## src/hw/rtl/pcbd_pkg.sv

```systemverilog
// ----------------------------------------------------------------------------
// pcbd_pkg
// Field widths, table entry layout and transaction kinds for the prefix
// code bit decoder.
// ----------------------------------------------------------------------------
package pcbd_pkg;

   localparam int SYM_W   = 7;
   localparam int LEN_W   = 4;
   localparam int CODE_W  = 12;
   localparam int ENTRY_W = LEN_W + CODE_W;

   typedef enum logic {
      KIND_LOAD = 1'b0,
      KIND_BIT  = 1'b1
   } kind_type;

   typedef struct packed {
      logic [LEN_W-1:0]  len;
      logic [CODE_W-1:0] code;
   } entry_type;

endpackage

```

## src/hw/rtl/pcbd_ram.sv

```systemverilog
// ----------------------------------------------------------------------------
// pcbd_ram
// Simple dual-port RAM: one write port, one read port with registered data.
// ----------------------------------------------------------------------------
module pcbd_ram #(
   parameter int WIDTH = 16,
   parameter int DEPTH = 128
) (
   input  logic                     clock,
   input  logic                     wr_en,
   input  logic [$clog2(DEPTH)-1:0] wr_addr,
   input  logic [WIDTH-1:0]         wr_data,
   input  logic                     rd_en,
   input  logic [$clog2(DEPTH)-1:0] rd_addr,
   output logic [WIDTH-1:0]         rd_data
);

   logic [WIDTH-1:0] mem [DEPTH];
   logic [WIDTH-1:0] rd_data_ff;

   always_ff @(posedge clock) begin
      if (wr_en) begin
         mem[wr_addr] <= wr_data;
      end
      if (rd_en) begin
         rd_data_ff <= mem[rd_addr];
      end
   end

   assign rd_data = rd_data_ff;

endmodule

```

## src/hw/rtl/prefix_code_bit_decoder_unit.sv

```systemverilog
// ----------------------------------------------------------------------------
// prefix_code_bit_decoder_unit
// Bit-serial prefix (Huffman) code decoder with a RAM-held code table.
// ----------------------------------------------------------------------------
// A load transaction (req_kind = 0) writes one table entry and never raises
// busy. A bit transaction (req_kind = 1) shifts the bit into the accumulator
// and then scans the code table through its one read port, one entry per
// cycle, lowest index first: busy stays high until the first matching entry
// is found or the whole table has been checked. Any result appears on rsp_*
// for exactly one cycle with rsp_strobe high, in the same cycle that busy
// falls; it is not held, so the receiver must take it then.
// The table reads as empty after reset through per-entry valid flops, so no
// clearing pass is needed.
// ----------------------------------------------------------------------------
module prefix_code_bit_decoder_unit
   import pcbd_pkg::*;
#(
   parameter int NUM_SYMBOLS  = 128,
   parameter int MAX_CODE_LEN = 12
) (
   input  logic              clock,
   input  logic              reset,
   input  logic              start,
   output logic              busy,
   input  logic              req_kind,
   input  logic              req_code_bit,
   input  logic [SYM_W-1:0]  req_entry_symbol,
   input  logic [LEN_W-1:0]  req_entry_length,
   input  logic [CODE_W-1:0] req_entry_code,
   output logic              rsp_strobe,
   output logic [SYM_W-1:0]  rsp_symbol,
   output logic              rsp_overflow_error
);

   localparam int IDX_W  = $clog2(NUM_SYMBOLS);
   localparam int ACC_W  = MAX_CODE_LEN;
   localparam int ALEN_W = $clog2(MAX_CODE_LEN + 1);
   localparam int CMP_W  = (MAX_CODE_LEN > CODE_W) ? MAX_CODE_LEN : CODE_W;
   localparam int CLEN_W = 6;
   localparam int MASK_W = CODE_W + 1;
   localparam int RNG_W  = 9;

   typedef enum logic {
      ST_IDLE,
      ST_SCAN
   } state_type;

   state_type         state_ff;
   logic [ACC_W-1:0]  accum_bits_ff;
   logic [ALEN_W-1:0] accum_len_ff;
   logic [NUM_SYMBOLS-1:0] valid_ff;
   logic [IDX_W-1:0]  addr_ff;
   logic              issue_ff;
   logic              chk_ff;
   logic              chk_vld_ff;
   logic              chk_last_ff;
   logic [IDX_W-1:0]  chk_idx_ff;
   logic              rsp_strobe_ff;
   logic [SYM_W-1:0]  rsp_symbol_ff;
   logic              rsp_overflow_error_ff;

   logic              accept;
   logic              load_wr;
   logic [MASK_W-1:0] len_mask;
   entry_type         wr_entry;
   entry_type         rd_entry;
   logic              rd_en;
   logic              hit;
   logic              full;
   logic [ACC_W-1:0]  accum_bits_in;
   logic [ALEN_W-1:0] accum_len_in;

   assign accept  = start && !busy;
   assign load_wr = accept && (req_kind == KIND_LOAD) &&
                    (RNG_W'(req_entry_symbol) < RNG_W'(NUM_SYMBOLS));

   // bits at or above the code length are dropped on store
   assign len_mask      = ~({MASK_W{1'b1}} << req_entry_length);
   assign wr_entry.len  = req_entry_length;
   assign wr_entry.code = req_entry_code & len_mask[CODE_W-1:0];

   assign rd_en = (state_ff == ST_SCAN) && issue_ff;

   pcbd_ram #(
      .WIDTH (ENTRY_W),
      .DEPTH (NUM_SYMBOLS)
   ) u_table (
      .clock   (clock),
      .wr_en   (load_wr),
      .wr_addr (IDX_W'(req_entry_symbol)),
      .wr_data (wr_entry),
      .rd_en   (rd_en),
      .rd_addr (addr_ff),
      .rd_data (rd_entry)
   );

   assign hit = chk_ff && chk_vld_ff && (rd_entry.len != '0) &&
                (CLEN_W'(rd_entry.len) == CLEN_W'(accum_len_ff)) &&
                (CMP_W'(rd_entry.code) == CMP_W'(accum_bits_ff));
   assign full = (CLEN_W'(accum_len_ff) >= CLEN_W'(MAX_CODE_LEN));

   assign accum_bits_in = ACC_W'({accum_bits_ff, req_code_bit});
   assign accum_len_in  = full ? accum_len_ff : accum_len_ff + ALEN_W'(1);

   always_ff @(posedge clock) begin
      if (reset) begin
         state_ff              <= ST_IDLE;
         accum_bits_ff         <= '0;
         accum_len_ff          <= '0;
         valid_ff              <= '0;
         addr_ff               <= '0;
         issue_ff              <= 1'b0;
         chk_ff                <= 1'b0;
         rsp_strobe_ff         <= 1'b0;
         rsp_overflow_error_ff <= 1'b0;
      end else begin
         rsp_strobe_ff <= 1'b0;
         if (load_wr) begin
            valid_ff[IDX_W'(req_entry_symbol)] <= 1'b1;
         end
         case (state_ff)
            ST_IDLE: begin
               if (accept && (req_kind == KIND_BIT)) begin
                  accum_bits_ff <= accum_bits_in;
                  accum_len_ff  <= accum_len_in;
                  addr_ff       <= '0;
                  issue_ff      <= 1'b1;
                  chk_ff        <= 1'b0;
                  state_ff      <= ST_SCAN;
               end
            end
            ST_SCAN: begin
               chk_ff      <= issue_ff;
               chk_idx_ff  <= addr_ff;
               chk_vld_ff  <= valid_ff[addr_ff];
               chk_last_ff <= (addr_ff == IDX_W'(NUM_SYMBOLS - 1));
               if (issue_ff) begin
                  if (addr_ff == IDX_W'(NUM_SYMBOLS - 1)) begin
                     issue_ff <= 1'b0;
                  end else begin
                     addr_ff <= addr_ff + IDX_W'(1);
                  end
               end
               if (hit) begin
                  rsp_strobe_ff         <= 1'b1;
                  rsp_symbol_ff         <= SYM_W'(chk_idx_ff);
                  rsp_overflow_error_ff <= 1'b0;
                  accum_bits_ff         <= '0;
                  accum_len_ff          <= '0;
                  issue_ff              <= 1'b0;
                  chk_ff                <= 1'b0;
                  state_ff              <= ST_IDLE;
               end else if (chk_ff && chk_last_ff) begin
                  // table exhausted; a full accumulator is an error
                  if (full) begin
                     rsp_strobe_ff         <= 1'b1;
                     rsp_symbol_ff         <= '0;
                     rsp_overflow_error_ff <= 1'b1;
                     accum_bits_ff         <= '0;
                     accum_len_ff          <= '0;
                  end
                  chk_ff   <= 1'b0;
                  state_ff <= ST_IDLE;
               end
            end
            default: begin
               state_ff <= ST_IDLE;
            end
         endcase
      end
   end

   assign busy               = (state_ff != ST_IDLE);
   assign rsp_strobe         = rsp_strobe_ff;
   assign rsp_symbol         = rsp_symbol_ff;
   assign rsp_overflow_error = rsp_overflow_error_ff;

`ifndef SYNTHESIS
   a_one_result: assert property (@(posedge clock) disable iff (reset)
      rsp_strobe |=> !rsp_strobe)
      else $error("back-to-back result strobes");

   a_error_symbol: assert property (@(posedge clock) disable iff (reset)
      rsp_strobe && rsp_overflow_error |-> rsp_symbol == '0)
      else $error("overflow result with nonzero symbol");

   a_bit_busy: assert property (@(posedge clock) disable iff (reset)
      start && !busy && (req_kind == KIND_BIT) |=> busy)
      else $error("bit transaction did not start a scan");

   a_accum_cleared: assert property (@(posedge clock) disable iff (reset)
      rsp_strobe |-> (accum_len_ff == '0) && !busy)
      else $error("accumulator not cleared with result");

   a_accum_bound: assert property (@(posedge clock) disable iff (reset)
      CLEN_W'(accum_len_ff) <= CLEN_W'(MAX_CODE_LEN))
      else $error("accumulated length beyond maximum");
`endif

endmodule
```

## config.mk

```make
export PLATFORM = sky130hd
export DESIGN_NAME = prefix_code_bit_decoder_unit
export DESIGN_NICKNAME = d
export VERILOG_FILES = /design/src/hw/rtl/pcbd_pkg.sv /design/src/hw/rtl/pcbd_ram.sv /design/src/hw/rtl/prefix_code_bit_decoder_unit.sv
export SDC_FILE = /design/constraint.sdc
export NUM_CORES = 2
export LEC_CHECK = 0
export ABC_AREA = 1
export BUFFER_PORTS_ARGS = -buffer_cell sky130_fd_sc_hd__buf_2
export CORE_ASPECT_RATIO = 1.75
export CORE_MARGIN = 2
export CORE_UTILIZATION = 51
export CTS_BUF_LIST = sky130_fd_sc_hd__clkbuf_2
export CTS_CLUSTER_DIAMETER = 60
export DETAILED_ROUTE_END_ITERATION = 8
export PLACE_DENSITY = 0.64
export SYNTH_ARGS = -nofsm -noshare
export SYNTH_HDL_FRONTEND = slang
export SYNTH_SLANG_ARGS = --single-unit
export TNS_END_PERCENT = 10
```

## constraint.sdc

```tcl
create_clock -name clock -period 22.1 [get_ports clock]
set_input_delay 4.42 -clock clock [delete_from_list [all_inputs] [get_ports clock]]
set_output_delay 4.42 -clock clock [all_outputs]
set_load 0.01 [all_outputs]
```

[Word level (Yosys, flattened, before mapping)]
Memory sizes are Yosys's and may differ from the RTL's. A register that Yosys moved wholly into a read port is not among the register bits.
Index checks and enable logic that the tools add are counted.
Operators by class
  add/subtract/negate cells: 2
  $mul: 0
  divide/modulo/power cells: 0
  $lt $le $gt $ge: 4
  equality and inequality tests: 9
  shifts and indexed selects: 1
  multiplexer cells: 43
  bitwise operators: 6
  reduce and logical (&&, ||, !) cells: 21
Operators with widths (count)
  OR 128 bit: 1
  two-way mux 12 bit: 4
  two-way mux 7 bit: 6
  one-hot mux 12 bit (2 select lines): 1
  two-way mux 1 bit: 20
  two-way mux 4 bit: 5
  less-than comparator 7 x 8 -> 1 bit (second input constant): 2
  one-hot mux 7 bit (2 select lines): 1
  left shift 13 x 4 -> 12 bit (first input constant): 1
  bitwise AND 12 bit: 1
  equality test 12 bit: 1
  NOT 12 bit: 1
  logical AND 1 bit: 10
  AND reduction 3 bit: 3
  one-hot mux 4 bit (2 select lines): 1
  AND reduction 4 bit: 2
  adder 7 x 1 -> 7 bit (second input constant): 1
  binary-select mux 1 bit (select 7 bit): 1
  demux 1 bit (select 7 bit): 1
  equality test 7 bit (second input constant): 1
  >= comparator 7 x 1 -> 1 bit (second input constant): 1
  != test 2 bit (second input constant): 3
  != test 3 x 1 -> 1 bit (second input constant): 2
  one-hot mux 1 bit (2 select lines): 3
  other kinds (10): 13
Word-level totals
  register bits after elaboration: 172
  latch bits: 0
  RAM bits: 2048
  memory bits (read-only): 0
  output and inout bits: 10
  logic and storage cells: 100
  memories kept: 1
Memories
  u_table.mem: words 128, bits a word 16, rd ports 1, clocked after memory_dff 1, write ports 1, RTL line pcbd_ram.sv:18  | logic [WIDTH-1:0] mem [DEPTH];

[Logic depth before layout (Yosys ltp)]
  word-level depth: 6
  gate-level depth with buffers: 18

[Cells and area by module]
A second synthesis with hierarchy kept.
Second synthesis, totals
  cell total of the unflattened synthesis: 7894
  area, all modules: 90849.6 µm²
Modules (own cells, without submodules)
  pcbd_ram: times used 1, cells each 6793, area each 82988.3 µm², seq. area each 61979.4 µm²
  prefix_code_bit_decoder_unit: times used 1, cells each 1101, area each 7861.3 µm², seq. area each 3603.5 µm²

[Worst setup path after synthesis]
No wires, ideal clock.
  kind: in2reg
  start point: in req_entry_length[3]
  end point: mem u_table.mem[0][1] (data pin)
  setup time: 1.243 ns
  data arrival time: 9.643 ns
  slack: 11.214 ns
  stages: 2
  path buffers: 0
  cell sequence: inv_1 -> a21boi_0
On the way
  longest elaborated chain between the ends: 3
RTL lines
  start, declared: RTL line prefix_code_bit_decoder_unit.sv:28  | input logic [LEN_W-1:0] req_entry_length,
  left shift 13 x 4 -> 12 bit: RTL line prefix_code_bit_decoder_unit.sv:78  | assign len_mask = ~({MASK_W{1'b1}} << req_entry_length);
  NOT 12 bit: RTL line prefix_code_bit_decoder_unit.sv:78
  bitwise AND 12 bit: RTL line prefix_code_bit_decoder_unit.sv:80  | assign wr_entry.code = req_entry_code & len_mask[CODE_W-1:0];
  named net u_table.wr_data[1]: RTL line pcbd_ram.sv:12  | input logic [WIDTH-1:0] wr_data,
  end, declared: RTL line pcbd_ram.sv:18
The timed path passes the listed nets, and every way through them passes these cells.

[Worst setup path after layout]
  start point: reg state_ff (netlist: busy)
  end point: out busy
RTL lines
  start, declared: RTL line prefix_code_bit_decoder_unit.sv:48  | state_type state_ff;
  start signal, assigned: RTL line prefix_code_bit_decoder_unit.sv:107  | state_ff <= ST_IDLE;
  start signal, assigned: RTL line prefix_code_bit_decoder_unit.sv:129  | state_ff <= ST_SCAN;
  start signal, assigned: RTL line prefix_code_bit_decoder_unit.sv:152  | state_ff <= ST_IDLE;
  end, declared: RTL line prefix_code_bit_decoder_unit.sv:24  | output logic busy,
No word-level cell between the ends.

==> out/qor.csv <==
stage;metric;value;unit
floorplanning;dieArea;181000;um^2
timing;hold_viol;0;
timing;hold_slack;0.471;ns
cts;post_cts_buffers;0;
yosys;async_reset_ff_frac;0;
yosys;synth_simple_gate_area_frac;0.159;
cts;cts_sinks;2236;
yosys;seq_area_frac_synth;0.726;
global_routing;grtUsageMet3;0.0522;
cts;cts_root_buffer;clkbuf_2;
place;dpl.hpwl;156000;um
setup_path;crit_required;17.68;ns
timing;fmax;146;MHz
setup_path;cp_slowest_cell;dfxtp_1;
global_routing;grt_pass1_wl;382000;um
global_routing;grt_pass1_vias;60300;
yosys;yosysMostFrequentCell;nor2_1;
timing;setup_tns;0;ns
timing;tightest_slew;1.35;ns
global_routing;track_usage;0.289;
timing;rsz0062_at_grt;no;
global_routing;grt_start_max_net_pins;213;
yosys;synth_cell_types;33;
timing;maxSlewViolCount;0;
cts;clk_latency;1.71;ns
global_routing;grt_util_met2;0.486;
global_routing;antenna_found_initial;15;
yosys;synth_top_family_by_area;simple AND/OR/NAND/NOR gates;
setup_path;worstSetupEndpointType;output pin;
pwr;seqPwrFrac;0.611;
finish;fill_cells;15100;
cts;cts_max_path_buffers;4;
outcome;outcome;finished clean;
yosys;synth_warnings;0;
timing;fin_crit;6.85;ns
yosys;yosys.area.top_type_share;0.691;
setup_path;setup.worst_path.class;register to output pin;
yosys;synth_seq_cells;2236;
place;io_buffer_count;37;
setup_path;path_cells;buf_4 -> buf_2;
cts;ctsHoldBuffers;0;
routing;ant_nets;0;
yosys;syn_nets;8047;
run;maxCapViolCount;0;
setup_path;worst_setup_path_start_kind;register;
finish;utilization;0.554;
floorplanning;die_h;561;um
pwr;vdd_drop_max;0.0000345;V
cts;cts-buffers-inserted;478;
cts;clk_pin_slew;0.13;ns
timing;finalClockSkew;0.144;ns
timing;worst_slack;15.25;ns
setup_path;critPathMaxStageDelay;0.33;ns
finish;seq_area;65600;um^2
routing;drc_errors;0;
setup_path;crit_arrival;2.43;ns
min_path;hold_class;register to register;
cts;cts_resized;0;
yosys;synth_xor_area_frac;0.000291;
pwr;powerDensity;77.7;nW/um^2
routing;via_per_inst;5.61;
pwr;power_frac_comb;0.056;
pwr;leakage;34.9;nW
place;dp_slack;14.46;ns
global_routing;busiest_layer;met2;
finish;nets;8298;
routing;dr.first_iter.drc_count;6704;
pwr;power_switching;0.00192;W
finish;area_growth;8.05;%
floorplanning;rows;204;
yosys;synth_compound_area_frac;0.0818;
setup_path;crit_fanout;19;
yosys;synth_area;90400;um^2
pwr;sw_frac_of_total;0.254;
floorplanning;pin_count;38;
pwr;clkPwrFrac;0.333;
pwr;p_int;0.00566;W
routing;wirelength;265000;um
finish;multi_input_area;21900;um^2
timing;layout_worst_path_cycle_share;0.310;
routing;routed-via-count;62000;
finish;drive_above_1_share;0.122;
yosys;synth-edff-count;2080;
setup_path;cp_top_family;buffers and inverters;
setup_path;critPathBufInv;2;
global_routing;grt.overflow.total;0;
cts;cts_htree_levels;5;
yosys;synth_mux_area_frac;0;
yosys;synth_fa_ha_area_frac;0.000277;
floorplanning;core-area;176000;um^2
yosys;syn_inst;8017;
yosys;synth_area_per_cell;11.3;um^2
cts;cts_tree;built;
place;gp_congestion;0.943;
timing;relSlewSlack;0.0965;
floorplanning;start_util;0.512;
routing;avgRoutedWirePerCell;24.0;um
floorplanning;dieWidth;322;um
global_routing;met1_usage;0.336;
yosys;synthTopCellsByCount;nor2_1, edfxtp_1, o21ai_0;
routing;detail_route.first_pass.iterations;6;
timing;setup_viol;0;
yosys;synthFlopType;edfxtp_1;
yosys;synthTopCellsByArea;edfxtp_1, nor2_1, o21ai_0, nand2_1, dfxtp_1;
yosys;yosys.area.top_type;edfxtp_1;
[flip-flops by register name (all words and copies together) (netlist names), 4 cells and up]
register,flops
u_table.mem,2048
valid_ff,128
u_table.rd_data,16
accum_bits_ff,12
addr_ff,7
chk_idx_ff,7
rsp_symbol,7
accum_len_ff,4
[metrics by stage]
| step | std cells | total power (W) | area (um^2) |
|---|---|---|---|
| after global routing | 11000 | 0.00787 | 97700 |
| after CTS | 11000 | 0.00763 | 97600 |
| after detailed placement | 10200 | 0.00515 | 93200 |
| after floorplan | 8017 | 0.00498 | 90400 |
| final | 11000 | 0.00759 | 97700 |
| after global placement | 10200 | 0.00515 | 93200 |
[tightest hold or removal path: cells and delay by family, from the launching register on]
kind	cells	cell delay, ns
flip-flops	1	0.33
AND/OR/NAND/NOR	2	0.10
[final timing paths]
kind	startpoint	cells past startpoint	slack, ns	to
min reg2reg	valid_ff[39]	2	0.47	valid_ff[39]
min	valid_ff[39]	2	0.47	valid_ff[39]
max	busy	2	15.25	busy
max reg2reg	addr_ff[1]	16	16.34	u_table.rd_data[3]
[routing by layer]
layer / vias to the layer above / share of wire
met5: - / 0.00017
met4: 8 / 0.074
met3: 626 / 0.080
met2: 2966 / 0.49
met1: 29900 / 0.35
li1: 28500 / -
[power by group through the flow]
stage	Clock (W)	Sequential (W)	Combinational (W)
finish	0.00252	0.00463	0.000429
global route	0.00277	0.00464	0.000459
CTS	0.00257	0.00463	0.000425
detailed placement	0	0.00473	0.000423
global placement	0	0.00473	0.000416
floorplan	0	0.00474	0.000238
[cell type report]
cell class / instances / share of cell area
timing repair buffer: 256 / 0.0199
clock inverter: 142 / 0.00738
sequential: 2236 / 0.672
multi-input combinational: 5071 / 0.224
tap: 2369 / 0.0304
clock buffer: 736 / 0.0377
antenna: 8 / 0.000205
inverter: 225 / 0.00893
[cell usage in the layout, fill, tap and decap left out, drive strengths merged]
master,n
a21boi,3
a21oi,65
and2,1
and3,6
buf,256
bufinv,5
clkbuf,736
clkinv,152
clkinvlp,8
dfxtp,156
diode,8
edfxtp,2080
ha,2
inv,202
nand2,944
nand3,371
nand4,8
nor2,2336
nor3,6
nor3b,3
o211ai,127
o21a,9
o21ai,1115
o22ai,71
or2,1
xnor2,2
xor2,1
[logic make-up (layout without fill, tap and decap cells)]
group	count (synthesis)	in the layout
fa+ha+maj	2	2
flops	2236	2236
other cells	0	8
compound gates	1390	1390
buf+inv	710	1359
xor+xnor	3	3
simple gates	3676	3676
No activity file was read; power rests on OpenSTA's default activity.
